`src/rtl/core/cic_pkg.sv`:
```
// Shared types, codes and helper functions for the cascaded interrupt controller.
`timescale 1ns / 1ps

package cic_pkg;

    // Item kinds
    localparam logic [1:0] FUNC_READ  = 2'd0;
    localparam logic [1:0] FUNC_WRITE = 2'd1;
    localparam logic [1:0] FUNC_RAISE = 2'd2;
    localparam logic [1:0] FUNC_LOWER = 2'd3;

    // Result status codes
    localparam logic [1:0] STATUS_OK      = 2'd0;
    localparam logic [1:0] STATUS_BAD_ACC = 2'd1;
    localparam logic [1:0] STATUS_BAD_CMD = 2'd2;

    // Even-port read selection
    localparam logic [1:0] SEL_IRR   = 2'd0;
    localparam logic [1:0] SEL_ISR   = 2'd1;
    localparam logic [1:0] SEL_INDEX = 2'd2;

    // Port bases and command bytes
    localparam logic [15:0] PRI_BASE    = 16'h0020;
    localparam logic [15:0] SEC_BASE    = 16'h00a0;
    localparam logic [7:0]  CMD_SEL_IRR = 8'h0a;
    localparam logic [7:0]  CMD_SEL_ISR = 8'h0b;
    localparam logic [7:0]  CMD_SEL_IDX = 8'h0c;
    localparam logic [3:0]  CMD_INIT_HI = 4'h1;
    localparam logic [4:0]  CMD_NSEOI_HI = 5'b00100;
    localparam logic [4:0]  CMD_SEOI_HI  = 5'b01100;
    localparam logic [7:0]  INDEX_FLAG  = 8'h80;
    localparam logic [7:0]  MASK_RESET  = 8'hff;
    localparam int unsigned CASCADE_LINE = 2;

    typedef logic [7:0] bits8_t;

    // Keep only the lowest set bit
    function automatic bits8_t lowest_one_hot(input bits8_t v);
        return v & (~v + 8'd1);
    endfunction

    // 0x80 plus the lowest set bit index, or zero when nothing is set
    function automatic bits8_t lowest_index(input bits8_t v);
        bits8_t r;
        r = '0;
        for (int i = 7; i >= 0; i--) begin
            if (v[i]) begin
                r = INDEX_FLAG | bits8_t'(i);
            end
        end
        return r;
    endfunction

endpackage

```
`src/rtl/core/cascaded_interrupt_controller_unit.sv`:
```
// Top level of the cascaded interrupt controller: request register, update logic, result register.
//
//  Channel  | Direction | Handshake          | Payload
//  ---------+-----------+--------------------+-------------------------------------------
//  s_       | in        | s_valid / s_ready  | func, port_address, access_size,
//           |           |                    | write_data, irq_line
//  m_       | out       | m_valid / m_ready  | read_data, status, cpu_irq
//
//  Each request passes through the input register and then the result
//  register. A new request is accepted every cycle while the result register is not stalled.
//  Controller state updates as a request moves from the input to the result register.
//  Reset (aresetn low, synchronous) clears both stages and restores the state.
//  A stalled result register holds the input register, which then holds s_ready low.
`timescale 1ns / 1ps

module cascaded_interrupt_controller_unit
    import cic_pkg::*;
(
    input  logic        aclk,
    input  logic        aresetn,
    input  logic        s_valid,
    output logic        s_ready,
    input  logic [1:0]  s_func,
    input  logic [15:0] s_port_address,
    input  logic [3:0]  s_access_size,
    input  logic [7:0]  s_write_data,
    input  logic [3:0]  s_irq_line,
    output logic        m_valid,
    input  logic        m_ready,
    output logic [7:0]  m_read_data,
    output logic [1:0]  m_status,
    output logic        m_cpu_irq
);

    // Input register
    logic        in_valid_reg;
    logic [1:0]  func_reg;
    logic [15:0] port_reg;
    logic [3:0]  size_reg;
    logic [7:0]  data_reg;
    logic [3:0]  line_reg;

    // Result register
    logic        out_valid_reg;
    logic [7:0]  rd_reg, rd_next;
    logic [1:0]  status_reg, status_next;
    logic        irq_reg, irq_next;

    // Controller state, index 0 primary, 1 secondary
    bits8_t      req_reg  [2];
    bits8_t      mask_reg [2];
    bits8_t      svc_reg  [2];
    logic [1:0]  sel_reg  [2];
    logic [1:0]  skip_reg [2];
    bits8_t      req_next  [2];
    bits8_t      mask_next [2];
    bits8_t      svc_next  [2];
    logic [1:0]  sel_next  [2];
    logic [1:0]  skip_next [2];

    logic        advance;
    logic        out_free;

    // Work signals of the update logic
    bits8_t      req_m  [2];
    bits8_t      mask_m [2];
    bits8_t      svc_m  [2];
    logic        do_recalc;
    logic        bus_ok;
    logic        ch;
    logic        casc;
    bits8_t      req0_c;
    bits8_t      line_bit;
    bits8_t      eoi_bit;

    function automatic logic s_size_ok(input logic [3:0] sz);
        return sz == 4'd1;
    endfunction

    assign out_free = !out_valid_reg || m_ready;
    assign advance  = in_valid_reg && out_free;
    assign s_ready  = !in_valid_reg || out_free;

    assign m_valid     = out_valid_reg;
    assign m_read_data = rd_reg;
    assign m_status    = status_reg;
    assign m_cpu_irq   = irq_reg;

    // Decode and apply one request
    always_comb begin
        req_m     = req_reg;
        mask_m    = mask_reg;
        svc_m     = svc_reg;
        sel_next  = sel_reg;
        skip_next = skip_reg;
        do_recalc = 1'b0;
        rd_next     = '0;
        status_next = STATUS_OK;
        bus_ok   = (s_size_ok(size_reg)) &&
                   ((port_reg & 16'hfffe) == PRI_BASE || (port_reg & 16'hfffe) == SEC_BASE);
        ch       = port_reg[7];
        line_bit = bits8_t'(8'd1 << line_reg[2:0]);
        eoi_bit  = bits8_t'(8'd1 << data_reg[2:0]);

        unique case (func_reg)
            FUNC_RAISE: begin
                req_m[line_reg[3]] = req_reg[line_reg[3]] | line_bit;
                do_recalc = 1'b1;
            end
            FUNC_LOWER: begin
                req_m[line_reg[3]] = req_reg[line_reg[3]] & ~line_bit;
                do_recalc = 1'b1;
            end
            FUNC_READ: begin
                if (!bus_ok) begin
                    status_next = STATUS_BAD_ACC;
                end else if (port_reg[0]) begin
                    rd_next = mask_reg[ch];
                end else begin
                    unique case (sel_reg[ch])
                        SEL_IRR:   rd_next = req_reg[ch];
                        SEL_ISR:   rd_next = svc_reg[ch];
                        default:   rd_next = lowest_index(req_reg[ch]);
                    endcase
                end
            end
            default: begin
                if (!bus_ok) begin
                    status_next = STATUS_BAD_ACC;
                end else if (port_reg[0]) begin
                    if (skip_reg[ch] != 2'd0) begin
                        skip_next[ch] = skip_reg[ch] - 2'd1;
                    end else begin
                        mask_m[ch] = data_reg;
                        do_recalc = 1'b1;
                    end
                end else begin
                    priority if (data_reg == CMD_SEL_IRR) begin
                        sel_next[ch] = SEL_IRR;
                    end else if (data_reg == CMD_SEL_ISR) begin
                        sel_next[ch] = SEL_ISR;
                    end else if (data_reg == CMD_SEL_IDX) begin
                        sel_next[ch] = SEL_INDEX;
                    end else if (data_reg[7:4] == CMD_INIT_HI) begin
                        skip_next[ch] = {1'b1, data_reg[0]};
                    end else if (data_reg[7:3] == CMD_NSEOI_HI) begin
                        req_m[ch] = req_reg[ch] & ~svc_reg[ch];
                        svc_m[ch] = '0;
                        do_recalc = 1'b1;
                    end else if (data_reg[7:3] == CMD_SEOI_HI) begin
                        req_m[ch] = req_reg[ch] & ~eoi_bit;
                        svc_m[ch] = svc_reg[ch] & ~eoi_bit;
                        do_recalc = 1'b1;
                    end else begin
                        status_next = STATUS_BAD_CMD;
                    end
                end
            end
        endcase

        // Recompute cascade, in-service values and the processor line
        casc   = |(req_m[1] & ~mask_m[1]);
        req0_c = req_m[0];
        req0_c[CASCADE_LINE] = casc;
        mask_next = mask_m;
        if (do_recalc) begin
            req_next[0] = req0_c;
            req_next[1] = req_m[1];
            svc_next[0] = lowest_one_hot(req0_c & ~mask_m[0]);
            svc_next[1] = lowest_one_hot(req_m[1] & ~mask_m[1]);
            irq_next    = |lowest_one_hot(req0_c & ~mask_m[0]);
        end else begin
            req_next = req_m;
            svc_next = svc_m;
            irq_next = irq_reg;
        end
    end

    // Capture requests into the input register
    always_ff @(posedge aclk) begin
        if (!aresetn) begin
            in_valid_reg <= 1'b0;
        end else if (s_ready) begin
            in_valid_reg <= s_valid;
        end
        if (s_valid && s_ready) begin
            func_reg <= s_func;
            port_reg <= s_port_address;
            size_reg <= s_access_size;
            data_reg <= s_write_data;
            line_reg <= s_irq_line;
        end
    end

    // Commit state and load the result register
    always_ff @(posedge aclk) begin
        if (!aresetn) begin
            out_valid_reg <= 1'b0;
            irq_reg       <= 1'b0;
            for (int c = 0; c < 2; c++) begin
                req_reg[c]  <= '0;
                mask_reg[c] <= MASK_RESET;
                svc_reg[c]  <= '0;
                sel_reg[c]  <= SEL_INDEX;
                skip_reg[c] <= '0;
            end
        end else begin
            if (out_free) begin
                out_valid_reg <= in_valid_reg;
            end
            if (advance) begin
                irq_reg  <= irq_next;
                req_reg  <= req_next;
                mask_reg <= mask_next;
                svc_reg  <= svc_next;
                sel_reg  <= sel_next;
                skip_reg <= skip_next;
            end
        end
        if (advance) begin
            rd_reg     <= rd_next;
            status_reg <= status_next;
        end
    end

    // Processor line tracks the primary in-service value
    assert property (@(posedge aclk) disable iff (!aresetn)
        irq_reg == (svc_reg[0] != 8'd0))
        else $error("irq line disagrees with primary in-service value");

    // In-service values are one-hot or zero and never masked
    assert property (@(posedge aclk) disable iff (!aresetn)
        $onehot0(svc_reg[0]) && $onehot0(svc_reg[1]))
        else $error("in-service value not one-hot");

    assert property (@(posedge aclk) disable iff (!aresetn)
        ((svc_reg[0] & mask_reg[0]) == 8'd0) && ((svc_reg[1] & mask_reg[1]) == 8'd0))
        else $error("masked line in service");

    // Primary cascade line mirrors the secondary's unmasked requests
    assert property (@(posedge aclk) disable iff (!aresetn)
        req_reg[0][CASCADE_LINE] == (|(req_reg[1] & ~mask_reg[1])))
        else $error("cascade line out of step with secondary");

    // A stalled result holds both stages and the waiting request
    assert property (@(posedge aclk) disable iff (!aresetn)
        (out_valid_reg && !m_ready && in_valid_reg) |=>
            in_valid_reg && out_valid_reg && $stable(port_reg) && $stable(data_reg))
        else $error("input stage lost a request under stall");

endmodule

```
`config.mk`:
```
export PLATFORM = sky130hd
export DESIGN_NAME = cascaded_interrupt_controller_unit
export DESIGN_NICKNAME = d
export VERILOG_FILES = /design/src/rtl/core/cic_pkg.sv /design/src/rtl/core/cascaded_interrupt_controller_unit.sv
export SDC_FILE = /design/constraint.sdc
export NUM_CORES = 1
export LEC_CHECK = 0
export ABC_AREA = 1
export BUFFER_PORTS_ARGS = -buffer_cell sky130_fd_sc_hd__buf_2
export CORE_ASPECT_RATIO = 2
export CORE_MARGIN = 2
export CORE_UTILIZATION = 40
export CTS_CLUSTER_SIZE = 12
export DETAILED_ROUTE_END_ITERATION = 8
export GPL_ROUTABILITY_DRIVEN = 1
export PLACE_DENSITY_LB_ADDON = 0.15
export SYNTH_ARGS = -nofsm -noshare
export SYNTH_HDL_FRONTEND = slang
export SYNTH_SLANG_ARGS = --single-unit
```
`constraint.sdc`:
```
create_clock -name aclk -period 4.55 [get_ports aclk]
set_clock_uncertainty 0.15 [all_clocks]
set_input_delay 0.2275 -clock aclk [delete_from_list [all_inputs] [get_ports aclk]]
set_output_delay 0.2275 -clock aclk [all_outputs]
set_load 0.01 [all_outputs]
```
==> out/summary.txt <==
Starting Density: 40.9%
Synth warnings: 0
Fin nets: 878
Wire per inst: 19.0 um
Critical path's slowest cell: edfxtp_1
Clock-pin transition on the worst setup and hold timing paths: 0.09 ns
Unique cell type count in the Yosys netlist: 45
# IOs: 51
Vias per cell: 5.37
Worst Max-Slew Pin Slew: 1.21 ns
CTS sink cnt: 103
Area contributors post-synth: edfxtp_1 (23%), dfxtp_1 (21%), nand2_1 (12%)
Mapped Cells: 767
Antenna violations before repair: 0
Worst setup startpoint: func_reg[0]
RSZ-0062 raised after global routing: false
Most common cell after layout, fill and taps aside: nand2_1
VDD IR max: 0.195 mV
Number of diodes: 0
CP delay by family, top: buffers and inverters
Max Fclk: 0.286 GHz
Final setup violation count: 0
TritonCTS clock tree: built
Outcome: finished clean
Synth area leader: edfxtp_1
Leak Pwr: 2.91 nW
Clk root buf: clkbuf_16
Cell Rows: 61
I/O Buffers: 50
DRT iter0 DRCs: 470
Crit path kind: reg2reg
Vias in the first global route: 5,585
First-pass GRT wire length: 30,600 um
Cts bufs inserted: 9
Number of buffers and inverters on the critical path: 7
Worst Reg-to-Reg Cells: 14
Routed via count: 5,552
Final hold vios: 0
Clk Latency, worst-skew pair: 0.36 ns
WP data required: 4.70 ns
Crit-path max FO: 20
Hold_sp: m_ready
Most frequent cells in the layout: nand2_1 (179), o21ai_0 (91), inv_1 (86)
Critical-path cell list: inv_2 > nor2_2 > buf_4 > inv_2 > nor2_8 > o2111ai_1 > nand2_1 > inv_1 > nor2_1 > buf_4 > clkinv_1 > a21oi_1 > o21ai_0 > inv_1
Syn Std Cell Area: 5710 um^2
Max-Cap Viols: 0
Pin count of the biggest net entering global routing: 51
DIE AREA: 15,300 um^2
H-tree depth: 3
Area Overhead vs Synth: 18.6%
CP Capture Type: register
Worst EP arrival: 3.65 ns
Detail Route Antenna Nets: 0
Hold path cells: 4
Critical Path Start Type: register
# DRC: 0
CTS Buffer Depth: 2
Slew margin rel.: 19.0%
Final period util: 76.8%
Critical path depth: 14
DP HPWL: 14,900 um
Die H: 173 um
Final Wtd Congestion: 1.05
Yosys reg bits: 103
R2r startpoint: func_reg[0]
Post-Route Setup TNS: 0 ns
Multi-input logic area: 2700 um^2
R2R setup slack: 1.05 ns
Overflow after GRT: 0
Sequential fraction of the synthesis area: 43.8%
Yosys top cell area share: 23.1%
FF/Latch Area: 2500 um^2
PwrDens: 323 nW/um^2
Slew Viols, Final: 0
Final Critical Period: 3.50 ns
Post-synth net total: 806
Die X: 88.5 um
Worst hold margin: 0.0100 ns
Final wirelength: 19,600 um
Worst min path class: in2reg
Synth Area per Inst: 7.45 um^2
Critical Path Max Stage Delay: 0.59 ns
Total GRT Usage: 26.9%
Filler Cells Inserted: 1,406
Share of cells above drive strength 1: 14.8%
Drt first pass iters: 6
Core area: 14,000 um^2
Postcts setup bufs: 0
where the power goes:
group	leakage, nW	switching [mW]	total, mW	internal (mW)
Combinational	1.85	0.205	0.312	0.106
Sequential	0.909	0.0439	1.06	1.01
Clock	0.150	0.419	0.820	0.401
Total	2.91	0.669	2.19	1.52
worst paths after layout:
path	endpoint
max reg2reg	svc_reg[7]
min	m_valid
max	svc_reg[7]
min reg2reg	skip_reg[3]
cell type report:
cell class	instances	share of cell area (%)
multi-input combinational	535	39.9
sequential	103	36.9
timing repair buffer	91	9.53
inverter	99	5.49
tap	189	3.49
clock buffer	9	3.32
clock inverter	7	1.33
stage by stage:
stage,utilization (%),worst slack (ns),cells,power [mW],instance area (um^2)
6_report,48.5,1.05,1033,2.19,6770
3_3_place_gp,43.7,1.23,982,1.36,6110
2_1_floorplan,-,1.56,767,1.25,5710
4_1_cts,48.5,1.14,1033,2.19,6770
5_1_grt,48.5,0.836,1033,2.27,6770
3_5_place_dp,43.7,1.16,982,1.36,6110
cell families after synthesis:
logic type,synth area share [%]
compound gates,20.0
fa+ha+maj,0.219
buf+inv,8.89
flops,43.8
mux,0.526
simple gates,26.5
layer usage:
layer	track usage [%]	routed length [um]	vias up
li1	-	-	2736
met1	29.5	7030	2543
met2	44.8	9960	212
met3	3.48	844	61
met4	21.5	1790	0
met5	0	0	-
timing repair:
action | in CTS | in global routing
gates resized for setup | 0 | 0
hold buffers | 35 | 0
hold endpoints to repair | 35 | 0
cells in the mapped netlist, drive strengths merged:
master	number
a211oi	2
a21boi	2
a21oi	63
a22oi	3
a31oi	9
a32oi	1
and2	1
buf	12
clkbuf	18
clkinv	4
dfxtp	59
edfxtp	44
ha	1
inv	95
mux2i	3
nand2	196
nand3	42
nand4	15
nor2	58
nor3	9
nor3b	1
nor4	3
o2111ai	2
o211a	1
o211ai	9
o21ai	97
o221ai	3
o22ai	7
o311ai	1
o31ai	1
o32ai	3
or2	2
tightest hold or removal path, cell delays in order:
cell,delay (ns)
buf_2,0.08
inv_1,0.04
nand2_1,0.07
a21oi_1,0.07
No activity file was read; power rests on OpenSTA's default activity.
